File: config.mk
export PLATFORM = sky130hd
export DESIGN_NAME = bmct_stack
export DESIGN_NICKNAME = d
export VERILOG_FILES = /design/src/sv/bmct_pkg.sv /design/src/sv/bmct_stack.sv
export SDC_FILE = /design/constraint.sdc
export NUM_CORES = 2
export LEC_CHECK = 0
export BUFFER_PORTS_ARGS = -buffer_cell sky130_fd_sc_hd__buf_2
export CORE_MARGIN = 2
export CORE_UTILIZATION = 33
export DETAILED_ROUTE_END_ITERATION = 6
export PLACE_DENSITY = 0.44
export SLEW_MARGIN = 10
export SYNTH_ARGS = -nofsm -noshare
export SYNTH_HDL_FRONTEND = slang
export SYNTH_SLANG_ARGS = --single-unit
File: constraint.sdc
create_clock -name clk -period 9.89 [get_ports clk]
set_clock_uncertainty 0.15 [all_clocks]
set_input_delay 0.989 -clock clk [delete_from_list [all_inputs] [get_ports clk]]
set_output_delay 0.989 -clock clk [all_outputs]
set_load 0.02 [all_outputs]
File: src/sv/bmct_pkg.sv
// Shared constants, codes, types and decode functions for the bracket matching command table.
package bmct_pkg;

    localparam int MAX_TOKENS_DEF  = 1024;
    localparam int MAX_NESTING_DEF = 256;

    localparam logic [1:0] OP_CLEAR  = 2'd0;
    localparam logic [1:0] OP_APPEND = 2'd1;
    localparam logic [1:0] OP_READ   = 2'd2;

    localparam logic [3:0] TK_LEFT   = 4'd0;
    localparam logic [3:0] TK_RIGHT  = 4'd1;
    localparam logic [3:0] TK_INCR   = 4'd2;
    localparam logic [3:0] TK_DECR   = 4'd3;
    localparam logic [3:0] TK_INPUT  = 4'd4;
    localparam logic [3:0] TK_OUTPUT = 4'd5;
    localparam logic [3:0] TK_OPEN   = 4'd6;
    localparam logic [3:0] TK_CLOSE  = 4'd7;

    localparam logic [2:0] CMD_NONE   = 3'd0;
    localparam logic [2:0] CMD_MOVE   = 3'd1;
    localparam logic [2:0] CMD_ADD    = 3'd2;
    localparam logic [2:0] CMD_INPUT  = 3'd3;
    localparam logic [2:0] CMD_OUTPUT = 3'd4;
    localparam logic [2:0] CMD_BRANCH = 3'd5;

    localparam logic [1:0] ERR_NONE     = 2'd0;
    localparam logic [1:0] ERR_OPEN     = 2'd1;
    localparam logic [1:0] ERR_CLOSE    = 2'd2;
    localparam logic [1:0] ERR_OVERFLOW = 2'd3;

    typedef struct packed {
        logic clear;
        logic push;
        logic pop;
    } stack_cmd_t;

    typedef struct packed {
        logic tok_we;
        logic open_we;
    } table_wr_t;

    function automatic logic [2:0] cmd_of(input logic [2:0] tok);
        logic [2:0] c;
        case ({1'b0, tok})
            TK_LEFT, TK_RIGHT:  c = CMD_MOVE;
            TK_INCR, TK_DECR:   c = CMD_ADD;
            TK_INPUT:           c = CMD_INPUT;
            TK_OUTPUT:          c = CMD_OUTPUT;
            default:            c = CMD_BRANCH;
        endcase
        return c;
    endfunction

    function automatic logic signed [1:0] amount_of(input logic [2:0] tok);
        logic signed [1:0] a;
        case ({1'b0, tok})
            TK_RIGHT, TK_INCR: a = 2'sd1;
            TK_LEFT, TK_DECR:  a = -2'sd1;
            default:           a = 2'sd0;
        endcase
        return a;
    endfunction

endpackage

File: src/sv/bmct_stack.sv
// Nesting stack of open bracket positions with a registered top and bottom entry.
module bmct_stack #(
    parameter int MAX_NESTING = bmct_pkg::MAX_NESTING_DEF,
    parameter int PW          = 10
) (
    input  logic                                clk,
    input  logic                                rst_n,
    input  bmct_pkg::stack_cmd_t                cmd,
    input  logic [PW-1:0]                       push_data,
    output logic [PW-1:0]                       top,
    output logic [PW-1:0]                       bottom,
    output logic [$clog2(MAX_NESTING+1)-1:0]    depth
);

    localparam int SW = $clog2(MAX_NESTING);
    localparam int DW = $clog2(MAX_NESTING + 1);

    logic [PW-1:0] stack_mem [MAX_NESTING];
    logic [DW-1:0] depth_reg;
    logic [DW-1:0] depth_next;
    logic [DW-1:0] rd_ptr;
    logic [PW-1:0] top_reg;
    logic [PW-1:0] bottom_reg;

    always_comb
    begin
        if (cmd.clear)
        begin
            depth_next = '0;
        end
        else if (cmd.push)
        begin
            depth_next = depth_reg + DW'(1);
        end
        else if (cmd.pop)
        begin
            depth_next = depth_reg - DW'(1);
        end
        else
        begin
            depth_next = depth_reg;
        end
    end

    // the top after this edge sits one below the new depth
    assign rd_ptr = depth_next - DW'(1);

    always_ff @(posedge clk or negedge rst_n)
    begin
        if (!rst_n)
        begin
            depth_reg <= '0;
        end
        else
        begin
            depth_reg <= depth_next;
        end
    end

    always_ff @(posedge clk)
    begin
        if (cmd.push)
        begin
            stack_mem[depth_reg[SW-1:0]] <= push_data;
        end
        // bypass the entry being pushed
        top_reg <= cmd.push ? push_data : stack_mem[rd_ptr[SW-1:0]];
        if (cmd.push && depth_reg == '0)
        begin
            bottom_reg <= push_data;
        end
    end

    assign top    = top_reg;
    assign bottom = bottom_reg;
    assign depth  = depth_reg;

endmodule

After elaboration in Yosys (flattened, before gate mapping):

Memory sizes are Yosys's and may differ from the RTL's.
Index checks and enable logic that the tools add are counted.

* bits in registers: 29
* latch bits: 0
* memory bits (writable): 2560
* bits in read-only memories: 0
* output and inout bits: 29
* word-level logic and storage cells: 15
* memories: 1

* add/subtract/negate cells: 3
* multiply operators: 0
* div/mod/pow operators: 0
* order comparisons: 0
* equality and inequality tests: 0
* shift-type cells: 0
* mux-type cells: 6
* bitwise gates (word level): 0
* reductions and logical operators: 2

Memories
* stack_mem: depth 256, width 10, rd ports 1, clocked after memory_dff 0, write ports 1, RTL line bmct_stack.sv:18 `logic [PW-1:0] stack_mem [MAX_NESTING];`

Operators with widths (count)
* $mux W9: 3
* $mux W10: 1
* $add A9 B1 Y9 const B: 1
* $logic_not A9 Y1: 1
* $sub A9 B1 Y9 const B: 1
* $sub A8 B1 Y8 const B: 1
* $mux W1: 2
* $logic_and A1 B1 Y1: 1

Depth between registers and ports, before layout:

An unclocked memory read counts as a cell.

* word-level depth: 7
* mapped depth: 18

Worst setup path after synthesis:

Ideal clock, no wire load.

* path type: input to register
* from: input cmd[1] (netlist name)
* to: register top_reg[0], in the netlist top[0]
* setup time: 0.131 ns
* data arrival time: 4.270 ns
* slack: 5.339 ns
* cell stages on the path: 16
* path through: buf_6 buf_2 buf_1 nor2_1 a21oi_1 a21o_1 ha_1 clkbuf_1 clkbuf_1 clkbuf_1 clkbuf_1 mux4_2 a222oi_1 a21oi_1 o22ai_1 o211ai_1

* cells in the longest elaborated chain, start to end: 5

RTL lines
* from (decl): RTL line bmct_stack.sv:8 `input bmct_pkg::stack_cmd_t cmd,`
* $mux W9: RTL line bmct_stack.sv:31 `else if (cmd.push)`
* $mux W9: RTL line bmct_stack.sv:27 `if (cmd.clear)`
* $sub A8 B1 Y8: RTL line bmct_stack.sv:46 `assign rd_ptr = depth_next - DW'(1);`
* $mem_v2 Z256 W10
* $mux W10 *: RTL line bmct_stack.sv:67 `top_reg <= cmd.push ? push_data : stack_mem[rd_ptr[SW-1:0]];`
* to (signal assigned): RTL line bmct_stack.sv:67
* to (decl): RTL line bmct_stack.sv:22 `logic [PW-1:0] top_reg;`

Every way passes the cells marked *; elsewhere a longest branch is shown, timed or not.
A chain may end at the register's enable or synchronous reset.

Worst setup path after layout:

* from: input cmd[1] (netlist name)
* to: register top_reg[5], in the netlist top[5]

The elaborated chain is that of the path after synthesis.

==> metrics.txt <==
CTS tree=yes; RSZ-0062 raised after global routing=false; CP endpoint kind=register; crit-path cells=buf_2 > nand2b_1 > nor2_1 > a21oi_1 > a21o_1 > ha_4 > clkinv_1 > nand2_1 > o2111ai_2 > buf_4 > nand2_4 > buf_12 > nand3_1 > a32oi_1 > o2111ai_1 > o211ai_1; global-route wire length before repair=418 mm; top cell family by delay on the critical path=compound AO/OA/AOI/OAI gates; commonest non-fill, non-tap cells in the layout=2570 x edfxtp_1, 640 x mux4_2, 548 x nand2_1; worst-path fanout max=62; clock tree root driver cell=clkbuf_16; initial DRC count=5635; Hold Crit Class=in -> reg; Worst VDD drop=156 uV; Synth Area per Inst=20.0 um^2; initial antenna violation count=25; DIE WIDTH=558 um; placed cells=9083; Vias=50700; Crit Path Category=in -> reg; area of the core=305000 um^2; final setup violation count=0; top cells by area, synth=edfxtp_1 76%, mux4_2 14%, nand2_1 2.0%; outcome=complete, no violations; P&R area growth vs syn=14.9%; final WL=298 mm; Main synth FF type=edfxtp_1; Tmin final=5950 ps; GR Util All Layers=0.190; DP Worst Slack=3150 ps; max reg flops=2560; Buf/Inv on CP=4; R2R Setup Slk=4060 ps; CP arrival=6600 ps; Power Density=224 nW/um^2; CTS Sinks=2589; Final Cycle Share=0.601; register area share after synthesis=0.767; Fmax achieved=168 MHz; share of layout cells above drive strength 1=0.242; total gr overflow=0; share of power burned in registers=0.467; Hold Buf Count CTS=1; WHS=261 ps; CP max stage cell=a32oi_1; number of top-level design ports=44; most common cell after layout, fill and taps aside=edfxtp_1; Mapped Area=101000 um^2; DRC=0; Sw Pwr=6.75 mW; Fillers=28000; worst-margin pin slew=1400 ps; Die H=558 um; Routed Antenna Nets=0; die area=311000 um^2; # resized after CTS=0; synthesized flop and latch total=2589; postcts setup bufs=0; Clk pwr share=0.411; Final nets=5299; number of global-route vias before repair=51900; Slew HR=0.0681; CP required=10540 ps; CTS H-tree depth=5; max-slew violation count=0; First-pass DRT Iterations=6; Reg clk slew, reported paths=60 ps; total negative slack=0 ps; Switching Share=0.259; ys async rst share=0.00348; Logic pwr share=0.122; Post-synth EDFFs=2570; Leakage Power=36.0 nW; clock tree buffer depth=4; # port buffers=43; crit path launch type=input pin; share of the synthesized area in the top cell type=0.763; Synth area leader=edfxtp_1; Vias/cell=5.27; syn_nets=5084; std cell rows=203; Num CTS Buffers=292; largest net degree at the start of global routing=123; worst skew pair latency=890 ps; Synth cell types=74; Internal=19.3 mW; Max-cap violations=0; fin worst setup slack=3940 ps; Final Hold Fails=0; Cell Count, Final, Fillers Out=9617; Initial Util=0.331; overall power=26.0 mW; RD Place Congestion=0.803; routed len/inst=31.0 um; Mapped Cells=5064; Synth warnings=0; CP peak stage delay=1240 ps; Post-DP HPWL=175 mm
-- Yosys cell counts, types with 5 or more instances --
cell type  count
edfxtp_1    2570
mux4_2       640
nand2_1      549
nand3_1      321
nor2_1       265
clkbuf_1     159
buf_2         70
buf_4         59
mux2i_1       57
a21oi_1       48
o211ai_1      31
and3_1        24
a31oi_1       16
a32o_1        15
buf_1         15
o21ai_0       14
a211oi_1      13
nand4_1       12
o22ai_1       12
a222oi_1      11
nor3_1        11
a21o_1        10
dfxtp_1       10
and4_1         9
dfrtp_1        9
a32oi_1        7
inv_1          7
a22oi_1        6
and2_1         6
nor2b_1        6
o2111ai_1      6
ha_1           5
nor4_1         5
-- cell families after synthesis --
kind of cell    Yosys count  share of synthesized area
simple gates           1231                     0.0526
xor+xnor                  4                   0.000346
mux                     698                      0.148
flops                  2589                      0.767
compound gates          217                     0.0158
buf+inv                 320                     0.0153
fa+ha+maj                 5                   0.000618
-- power by group through the flow --
stage / Sequential [mW] / Combinational [mW] / Clock, mW
after floorplan: 12.4 / 1.75 / 0
after global placement: 12.4 / 3.21 / 0
after detailed placement: 12.4 / 3.22 / 0
after CTS: 12.2 / 3.22 / 10.9
after global routing: 12.2 / 3.35 / 11.4
final: 12.2 / 3.17 / 10.7
-- final cells by class --
type                    instances  area, um^2  share of cell area
diodes                          9        22.5            0.000194
clock buffers                 371        7720              0.0664
clock inverters               152        1630              0.0140
inverters                      12        52.6            0.000452
multi-input cells            2155       22200               0.191
flip-flops and latches       2589       77600               0.667
well taps                    4100        5130              0.0441
repair buffers                229        1910              0.0165
-- per-layer routing --
metal | wire length, um | track usage
met2 | 140000 | 0.300
met3 | 17300 | 0.0303
met4 | 7370 | 0.0464
met5 | 32 | 0
met1 | 134000 | 0.275
-- through the flow --
stage	area (um^2)	utilization
4_1_cts	116000	0.381
6_report	116000	0.381
3_5_place_dp	107000	0.350
2_1_floorplan	101000	-
3_3_place_gp	107000	0.350
5_1_grt	116000	0.381
-- path summary, 6_finish.rpt --
path                                     from                          end  cells after the start
max                                    cmd[1]               top[5]$_DFF_P_                     16
min                              push_data[6]  stack_mem[252][6]$_DFFE_PP_                      1
max reg2reg                depth[0]$_DFF_PN0_               top[5]$_DFF_P_                     14
min reg2reg                depth[5]$_DFF_PN0_           depth[5]$_DFF_PN0_                      3
max in group asynchronous               rst_n         depth[8]$_DFFE_PN0P_                      2
min in group asynchronous               rst_n           depth[1]$_DFF_PN0_                      2
No activity file was read; power rests on OpenSTA's default activity.
